### src/rtl/pbcf_pkg.sv
// ----------------------------------------------------------------------------
// pbcf_pkg
// constants shared by the palette fader and its checker
// ----------------------------------------------------------------------------
package pbcf_pkg;

  // palette and field widths
  localparam int PALETTE_SIZE = 6;
  localparam int PAL_AW       = 3;
  localparam int COLOR_W      = 24;
  localparam int CHAN_W       = 8;
  localparam int PHASE_W      = 16;
  localparam int RATE_W       = 16;
  localparam int COUNT_W      = 3;
  localparam int ELAPSED_W    = 10;

  // stream and config port widths
  localparam int IN_DATA_W    = 16;
  localparam int OUT_DATA_W   = 24;
  localparam int CFG_IDX_W    = 4;
  localparam int CFG_DATA_W   = 24;

  // register indexes
  localparam logic [CFG_IDX_W-1:0] REG_STEP_RATE   = 4'd0;
  localparam logic [CFG_IDX_W-1:0] REG_COLOR_COUNT = 4'd1;
  localparam logic [CFG_IDX_W-1:0] REG_COLOR_0     = 4'd2;

  // serial multiplier geometry: 32-bit multiplicand, 18-bit multiplier
  localparam int MC_W       = 32;
  localparam int ML_W       = 18;
  localparam int MP_W       = MC_W + ML_W;
  localparam int MUL_STEPS  = ML_W;
  localparam int LANE_STEPS = PHASE_W;
  localparam int LANE_W     = CHAN_W + PHASE_W;

  // smoothstep uses t^2 * (3*2^16 - 2t) >> 32
  localparam int SMOOTH_K   = 3 * 65536;

endpackage

### src/rtl/palette_breath_color_fader_top.sv
// ----------------------------------------------------------------------------
// palette_breath_color_fader_top
// per-frame palette fade with smoothstep easing, bit-serial arithmetic
// ----------------------------------------------------------------------------
// usage:
//   in_*  : one transfer per display frame, tdata[9:0] = elapsed milliseconds
//   out_* : one transfer per frame, tdata = {blue, green, red}, red lowest
//   cfg_* : register writes (0 step_rate, 1 color_count, 2..7 color_0..5),
//           cfg_ready is always high, write only while the block is idle
// timing:
//   one shared shift-add multiplier takes one multiplier bit per cycle:
//   rate*elapsed, then t*t, then t^2*(3-2t); three 8-bit blend lanes then
//   run on the curve value. a new input is accepted only while idle, from
//   the cycle after the result is loaded, so frames never overlap.
// reset:
//   rst_n low clears phase, palette index, step_rate and palette valid bits,
//   and sets color_count to 1 (colors read as zero until written).
// stall:
//   the result sits in an output register; a new frame is accepted while it
//   waits, but its own result holds in the last step until the slot frees.
// ----------------------------------------------------------------------------
module palette_breath_color_fader_top
  import pbcf_pkg::*;
(
  input  logic                  clk,
  input  logic                  rst_n,
  // in_tdata: elapsed_ms[9:0], zero fill above
  input  logic                  in_tvalid,
  output logic                  in_tready,
  input  logic [IN_DATA_W-1:0]  in_tdata,
  // out_tdata: red[7:0], green[15:8], blue[23:16]
  output logic                  out_tvalid,
  input  logic                  out_tready,
  output logic [OUT_DATA_W-1:0] out_tdata,
  // config write channel
  input  logic                  cfg_valid,
  output logic                  cfg_ready,
  input  logic [CFG_IDX_W-1:0]  cfg_index,
  input  logic [CFG_DATA_W-1:0] cfg_data
);

  // sequencer codes
  localparam logic [3:0] S_IDLE = 4'd0;
  localparam logic [3:0] S_PMUL = 4'd1;
  localparam logic [3:0] S_PADD = 4'd2;
  localparam logic [3:0] S_SQ   = 4'd3;
  localparam logic [3:0] S_CSET = 4'd4;
  localparam logic [3:0] S_CUBE = 4'd5;
  localparam logic [3:0] S_RD0  = 4'd6;
  localparam logic [3:0] S_RD1  = 4'd7;
  localparam logic [3:0] S_RD2  = 4'd8;
  localparam logic [3:0] S_LANE = 4'd9;
  localparam logic [3:0] S_FIN  = 4'd10;

  localparam logic [4:0] MUL_LAST  = 5'(MUL_STEPS - 1);
  localparam logic [4:0] LANE_LAST = 5'(LANE_STEPS - 1);

  // control state
  logic [3:0]          state_r, state_nxt;
  logic [4:0]          cnt_r, cnt_nxt;
  logic [PHASE_W-1:0]  phase_r, phase_nxt;
  logic [PAL_AW-1:0]   idx_r, idx_nxt;
  logic [RATE_W-1:0]   step_rate_r;
  logic [COUNT_W-1:0]  count_r;
  logic [PALETTE_SIZE-1:0] col_vld_r;
  logic                out_valid_r, out_valid_nxt;

  // datapath
  logic [MP_W-1:0]     mp_r, mp_nxt;
  logic [MC_W-1:0]     mcand_r, mcand_nxt;
  logic [COLOR_W-1:0]  c0_r, c0_nxt;
  logic [COLOR_W-1:0]  rd_r;
  logic [LANE_W-1:0]   lp_r [3];
  logic [LANE_W-1:0]   lp_nxt [3];
  logic [CHAN_W-1:0]   d_r [3];
  logic [CHAN_W-1:0]   d_nxt [3];
  logic [2:0]          neg_r, neg_nxt;
  logic [OUT_DATA_W-1:0] out_data_r, out_data_nxt;

  // palette storage
  logic [COLOR_W-1:0]  color_mem [PALETTE_SIZE];
  logic [PAL_AW-1:0]   rd_addr;
  logic [PAL_AW-1:0]   wr_addr;
  logic                wr_color;

  // helpers
  logic                in_xfer;
  logic [PAL_AW-1:0]   n_eff;
  logic [PAL_AW-1:0]   idx_inc;
  logic [PAL_AW-1:0]   idx_next;
  logic [MC_W:0]       mul_sum;
  logic [MP_W-1:0]     mul_step;
  logic [26:0]         phase_sum;
  logic [ML_W-1:0]     u_val;
  logic                slot_free;

  assign in_tready  = (state_r == S_IDLE);
  assign in_xfer    = in_tvalid && in_tready;
  assign cfg_ready  = 1'b1;
  assign out_tvalid = out_valid_r;
  assign out_tdata  = out_data_r;
  assign slot_free  = !out_valid_r || out_tready;

  // effective color count, clamped to 1..PALETTE_SIZE
  always_comb begin
    if (count_r == '0) begin
      n_eff = PAL_AW'(1);
    end else if (count_r > COUNT_W'(PALETTE_SIZE)) begin
      n_eff = PAL_AW'(PALETTE_SIZE);
    end else begin
      n_eff = count_r;
    end
  end

  // neighbor of the current index, wrapping at the count
  assign idx_inc  = idx_r + PAL_AW'(1);
  assign idx_next = (idx_inc >= n_eff) ? '0 : idx_inc;

  // one shift-add step of the shared multiplier
  assign mul_sum  = {1'b0, mp_r[MP_W-1:ML_W]} + {1'b0, mcand_r};
  assign mul_step = mp_r[0] ? {mul_sum, mp_r[ML_W-1:1]} : {1'b0, mp_r[MP_W-1:1]};

  assign phase_sum = mp_r[26:0] + {11'b0, phase_r};
  assign u_val     = ML_W'(SMOOTH_K) - {1'b0, phase_r, 1'b0};

  // palette read address: current color first, then its neighbor
  assign rd_addr = (state_r == S_RD0) ? idx_r : idx_next;

  // config decode for the color registers
  assign wr_color = cfg_valid && (cfg_index >= REG_COLOR_0) &&
                    (cfg_index < REG_COLOR_0 + CFG_IDX_W'(PALETTE_SIZE));
  assign wr_addr  = PAL_AW'(cfg_index - REG_COLOR_0);

  // sequencer and datapath next values
  always_comb begin
    logic [CHAN_W-1:0] ca, cb;
    logic [CHAN_W:0]   lsum;
    logic [CHAN_W-1:0] hi, ceil_hi;
    ca            = '0;
    cb            = '0;
    lsum          = '0;
    hi            = '0;
    ceil_hi       = '0;
    state_nxt     = state_r;
    cnt_nxt       = cnt_r;
    phase_nxt     = phase_r;
    idx_nxt       = idx_r;
    out_valid_nxt = out_valid_r;
    mp_nxt        = mp_r;
    mcand_nxt     = mcand_r;
    c0_nxt        = c0_r;
    neg_nxt       = neg_r;
    out_data_nxt  = out_data_r;
    for (int k = 0; k < 3; k++) begin
      lp_nxt[k] = lp_r[k];
      d_nxt[k]  = d_r[k];
    end

    if (out_valid_r && out_tready) begin
      out_valid_nxt = 1'b0;
    end

    case (state_r)
      S_IDLE: begin
        if (in_xfer) begin
          mp_nxt    = {{(MC_W + ML_W - ELAPSED_W){1'b0}}, in_tdata[ELAPSED_W-1:0]};
          mcand_nxt = {{(MC_W - RATE_W){1'b0}}, step_rate_r};
          idx_nxt   = (idx_r >= n_eff) ? '0 : idx_r;
          cnt_nxt   = '0;
          state_nxt = S_PMUL;
        end
      end
      S_PMUL, S_SQ, S_CUBE: begin
        mp_nxt  = mul_step;
        cnt_nxt = cnt_r + 5'd1;
        if (cnt_r == MUL_LAST) begin
          cnt_nxt = '0;
          case (state_r)
            S_PMUL:  state_nxt = S_PADD;
            S_SQ:    state_nxt = S_CSET;
            default: state_nxt = S_RD0;
          endcase
        end
      end
      S_PADD: begin
        // phase update, wrap to the next color on reaching one
        if (phase_sum[26:PHASE_W] != '0) begin
          phase_nxt = '0;
          idx_nxt   = idx_next;
          mp_nxt    = '0;
          mcand_nxt = '0;
        end else begin
          phase_nxt = phase_sum[PHASE_W-1:0];
          mp_nxt    = {{(MP_W - PHASE_W){1'b0}}, phase_sum[PHASE_W-1:0]};
          mcand_nxt = {{(MC_W - PHASE_W){1'b0}}, phase_sum[PHASE_W-1:0]};
        end
        state_nxt = S_SQ;
      end
      S_CSET: begin
        // t^2 becomes the multiplicand, (3 - 2t) the multiplier
        mcand_nxt = mp_r[MC_W-1:0];
        mp_nxt    = {{MC_W{1'b0}}, u_val};
        state_nxt = S_CUBE;
      end
      S_RD0: begin
        state_nxt = S_RD1;
      end
      S_RD1: begin
        c0_nxt    = rd_r;
        state_nxt = S_RD2;
      end
      S_RD2: begin
        // lane setup: magnitude and sign of each channel difference
        for (int k = 0; k < 3; k++) begin
          ca         = c0_r[CHAN_W*k +: CHAN_W];
          cb         = rd_r[CHAN_W*k +: CHAN_W];
          neg_nxt[k] = (cb < ca);
          d_nxt[k]   = (cb < ca) ? (ca - cb) : (cb - ca);
          lp_nxt[k]  = {{CHAN_W{1'b0}}, mp_r[47:32]};
        end
        cnt_nxt   = '0;
        state_nxt = S_LANE;
      end
      S_LANE: begin
        for (int k = 0; k < 3; k++) begin
          lsum      = {1'b0, lp_r[k][LANE_W-1:PHASE_W]} + {1'b0, d_r[k]};
          lp_nxt[k] = lp_r[k][0] ? {lsum, lp_r[k][PHASE_W-1:1]}
                                 : {1'b0, lp_r[k][LANE_W-1:1]};
        end
        cnt_nxt = cnt_r + 5'd1;
        if (cnt_r == LANE_LAST) begin
          state_nxt = S_FIN;
        end
      end
      S_FIN: begin
        if (slot_free) begin
          // red from bits 23:16 of the colors goes to the lowest output byte
          for (int k = 0; k < 3; k++) begin
            ca      = c0_r[CHAN_W*k +: CHAN_W];
            hi      = lp_r[k][LANE_W-1:PHASE_W];
            ceil_hi = hi + CHAN_W'(lp_r[k][PHASE_W-1:0] != '0);
            out_data_nxt[CHAN_W*(2-k) +: CHAN_W] = neg_r[k] ? (ca - ceil_hi) : (ca + hi);
          end
          out_valid_nxt = 1'b1;
          state_nxt     = S_IDLE;
        end
      end
      default: begin
        state_nxt = S_IDLE;
      end
    endcase
  end

  // control registers
  always_ff @(posedge clk) begin
    if (!rst_n) begin
      state_r     <= S_IDLE;
      cnt_r       <= '0;
      phase_r     <= '0;
      idx_r       <= '0;
      out_valid_r <= 1'b0;
      step_rate_r <= '0;
      count_r     <= COUNT_W'(1);
      col_vld_r   <= '0;
    end else begin
      state_r     <= state_nxt;
      cnt_r       <= cnt_nxt;
      phase_r     <= phase_nxt;
      idx_r       <= idx_nxt;
      out_valid_r <= out_valid_nxt;
      if (cfg_valid && cfg_index == REG_STEP_RATE) begin
        step_rate_r <= cfg_data[RATE_W-1:0];
      end
      if (cfg_valid && cfg_index == REG_COLOR_COUNT) begin
        count_r <= cfg_data[COUNT_W-1:0];
      end
      if (wr_color) begin
        col_vld_r[wr_addr] <= 1'b1;
      end
    end
  end

  // datapath registers
  always_ff @(posedge clk) begin
    mp_r       <= mp_nxt;
    mcand_r    <= mcand_nxt;
    c0_r       <= c0_nxt;
    neg_r      <= neg_nxt;
    out_data_r <= out_data_nxt;
    for (int k = 0; k < 3; k++) begin
      lp_r[k] <= lp_nxt[k];
      d_r[k]  <= d_nxt[k];
    end
  end

  // palette memory write
  always_ff @(posedge clk) begin
    if (wr_color) begin
      color_mem[wr_addr] <= cfg_data;
    end
  end

  // palette memory registered read, unwritten entries read as zero
  always_ff @(posedge clk) begin
    rd_r <= col_vld_r[rd_addr] ? color_mem[rd_addr] : '0;
  end

endmodule

### config.mk
export PLATFORM = sky130hd
export DESIGN_NAME = palette_breath_color_fader_top
export DESIGN_NICKNAME = d
export VERILOG_FILES = /design/src/rtl/pbcf_pkg.sv /design/src/rtl/palette_breath_color_fader_top.sv
export SDC_FILE = /design/constraint.sdc
export NUM_CORES = 1
export LEC_CHECK = 0
export BUFFER_PORTS_ARGS = -buffer_cell sky130_fd_sc_hd__clkbuf_2
export CORE_ASPECT_RATIO = 2
export CORE_MARGIN = 4
export CORE_UTILIZATION = 33
export DETAILED_ROUTE_END_ITERATION = 8
export MAX_ROUTING_LAYER = met4
export SLEW_MARGIN = 20
export SYNTH_ARGS = -nofsm -noshare
export SYNTH_HDL_FRONTEND = slang
export SYNTH_SLANG_ARGS = --single-unit
export TNS_END_PERCENT = 5
### constraint.sdc
create_clock -name clk -period 3.7 [get_ports clk]
set_input_delay 0.74 -clock clk [delete_from_list [all_inputs] [get_ports clk]]
set_output_delay 0.74 -clock clk [all_outputs]
set_load 0.005 [all_outputs]
==> run summary <==
Vias -> 18270
Remaining antenna violation count -> 0
First-pass GRT wire length -> 102.9 mm
Global route overflow -> 0
Boundary Pins -> 76
# placed instances -> 3449
P&R area growth vs syn -> 15.31%
Total CTS buffers -> 44
Die area -> 80960 sq um
Clock Path Buffers -> 3
CP Launch Type -> flop
Clk Tree Root Cell -> clkbuf_16
Crit path top cell by count -> a21oi_1
TritonRoute pass-1 iters -> 7
Setup Crit Path Kind -> reg -> reg
Die width -> 203.2 um
Core box area -> 75860 sq um
Worst-Skew Late Latency -> 0.59 ns
Hold buffer count at CTS -> 0
Final-stage net count -> 2737
Critical path endpoint -> out_tdata[22]
DRC Markers -> 0
GRT Total Usage -> 16.47%
Clock Sinks -> 451
Fmax -> 275.7 MHz
Max VDD drop -> 0.4125 mV
Mapped Cells -> 2357
Yosys top cell by area -> edfxtp_1
Largest net degree at the start of global routing -> 74
Post-synth EDFFs -> 373
# rows -> 143
Final period util -> 98.03%
Register clock-pin slew on the reported worst setup and hold paths -> 0.06 ns
Mean post-synth cell area -> 10.67 sq um
Die H -> 398.4 um
Reg-to-Reg Start -> lp_r[0][13]
Area contributors post-synth -> edfxtp_1, ha_1, dfxtp_1, nand2_1, a21oi_1
Max cap viols -> 0
Mapped Nets -> 2611
Vias in the first global route -> 18870
Largest fanout on the critical path -> 2
Largest delay contributor family on the critical path -> adder cells
Layout cells sized above 1 -> 12.35%
Share of Yosys cell area claimed by the top area cell type -> 44.54%
Fin. Hold Viols -> 0
FF-to-FF path depth -> 15
Hold Path Class -> in -> reg
GPL Wtd Cong -> 0.9345
Slowest cell on crit path -> fa_1
Worst Setup SP -> lp_r[0][13]
Worst-Margin Slew -> 1.016 ns
Worst hold path stage count -> 1
Iteration-0 DRC Markers -> 1098
Crit path time final -> 3.627 ns
WP data arrival -> 3.95 ns
Detailed Route WL -> 66.59 mm
CP cell instances -> nor4_4 -> buf_4 -> nand4_1 -> buf_6 -> fa_1 -> inv_1 -> ha_2 -> or2_4 -> fa_2 -> nand2b_4 -> a21oi_4 -> o21bai_1 -> a21oi_1 -> xor2_1 -> a21oi_1
Yosys warns -> 0
Status -> complete, no violations
Final instance area -> 29000 sq um
#FFs+latches synth -> 451
Worst setup EP type -> flop
Synth unique cells -> 78
Post-synth ARST share -> 0%
Max-slew headroom -> 32.27%
Final std cells w/o fill -> 3537
Setup violations, final -> 0
DR vias/cell -> 5.166
Crit-path max cell delay -> 0.57 ns
Sequential cell area fraction in the yosys report -> 50.75%
Initial antenna violation count -> 3
Unrepaired setup endpoints after global routing -> yes
Reg2reg setup slack -> 0.07 ns
Req. time, crit path -> 4.02 ns
CTS tree -> done
Starting density of the core -> 33.15%
Worst R2R End -> out_tdata[22]
Worst Path Buf+Inv -> 3
Synthesized area -> 25150 sq um
Detailed placement HPWL -> 49.29 mm
I/O Buffers -> 68
Placed cell area -> 27260 sq um
Worst Clk Skew -> 0.02264 ns
Fin. max-slew vios -> 0
Levels on crit path -> 15
Top_reg_cell synth -> edfxtp_1
Static Leak -> 11.62 nW
P per Cell Area -> 650.5 nW/um^2
H-tree depth -> 2
Routed length per placed instance -> 18.83 um
[how the worst min path moves through the flow]
stage	start	endpoint	slack (ns)
floorplan	rd_r[15]	c0_r[15]	0.41
global placement	col_vld_r[5]	col_vld_r[5]	0.45
detailed placement	col_vld_r[4]	col_vld_r[4]	0.46
CTS	cfg_data[21]	color_mem[1][21]	0.36
global route	cfg_data[16]	color_mem[3][16]	0.40
finish	cfg_data[21]	color_mem[2][21]	0.40
[synth_stat cells (all sizes together) (13+ instances only)]
cell    instances
xor2           42
buf            13
a211oi         34
nor4           20
a21oi         170
a31oi          39
fa             20
a22oi          25
and3           21
nand2         338
nand3          24
nand4          17
clkbuf         77
o21ai          78
dfxtp          78
nor3           25
edfxtp        373
mux2i          80
nor2b          20
ha            185
or3            16
nand2b         31
nor2          160
o211a          25
xnor2          79
o21bai         43
a21o           28
inv           138
and2           31
[cells in the final DEF (no fill, tap or decap), types with 45 or more instances in the layout]
master | netlist | routed
edfxtp_1 | 373 | 373
nand2_1 | 338 | 338
ha_1 | 185 | 182
a21oi_1 | 168 | 160
nor2_1 | 160 | 153
inv_1 | 136 | 135
buf_4 | 1 | 100
mux2i_1 | 80 | 80
xnor2_1 | 79 | 79
dfxtp_1 | 78 | 78
o21ai_0 | 71 | 69
clkbuf_2 | 0 | 68
clkbuf_16 | 0 | 45
[state kept, by name, summed over array words and instances, names as in the netlist, 3 cells and up]
signal       cells
mcand_r         32
rd_r            24
idx_r            3
neg_r            3
count_r          3
col_vld_r        6
state_r          4
step_rate_r     16
cnt_r            5
phase_r         16
c0_r            24
lp_r            72
mp_r            50
d_r             24
out_tdata       24
color_mem      144
[cell families after synthesis]
| family | count (synthesis) | synth area share (%) |
|---|---|---|
| simple gates | 743 | 13.63 |
| compound gates | 516 | 13.38 |
| flops | 451 | 50.75 |
| buf+inv | 228 | 3.443 |
| fa+ha+maj | 206 | 10.84 |
| xor+xnor | 121 | 4.214 |
| mux | 91 | 3.736 |
| other cells | 1 | 0.01491 |
[timing repair]
| item | 4_1_cts | 5_1_grt |
|---|---|---|
| setup buffers | 0 | 3 |
| pin swaps | 2 | 13 |
| resized for setup | 4 | 23 |
| endpoints found under the setup margin | 3 | 27 |
[per-stage QoR]
step	util, %	hold WS [ns]	total power, W	setup WS [ns]	TNS (ns)
6_report	38.23	0.4003	0.01887	0.07293	0
5_1_grt	38.23	0.3958	0.02001	-0.09746	-0.2234
4_1_cts	38.06	0.3616	0.01896	0.001007	0
3_5_place_dp	35.93	0.4559	0.01397	-0.1882	-0.2733
3_3_place_gp	35.93	0.4457	0.01378	-0.2283	-0.3031
2_1_floorplan	-	0.4123	0.01184	0.2718	0
[cell type report]
type,instances,area (sq um)
Antenna cell,3,7.507
Timing Repair Buffer,170,1122
Tap cell,1015,1270
Fill cell,7445,46860
Inverter,138,518.0
Clock buffer,56,1227
Sequential cell,451,12760
Multi-Input combinational cell,1678,11730
Clock inverter,26,360.3
[report_power, final]
part / switching [W] / internal [W]
Sequential: 0.000609 / 0.00677
Clock: 0.00204 / 0.00287
Combinational: 0.00401 / 0.00257
Total: 0.00666 / 0.0122
[routing by layer]
| metal | vias up | global-route usage, % | routed length, um |
|---|---|---|---|
| met5 | - | - | 0 |
| met4 | 0 | 8.716 | 3787 |
| met3 | 174 | 1.731 | 2380 |
| met2 | 453 | 31.35 | 36410 |
| met1 | 8878 | 16.32 | 24010 |
| li1 | 8766 | - | - |
No activity file was read; power rests on OpenSTA's default activity.
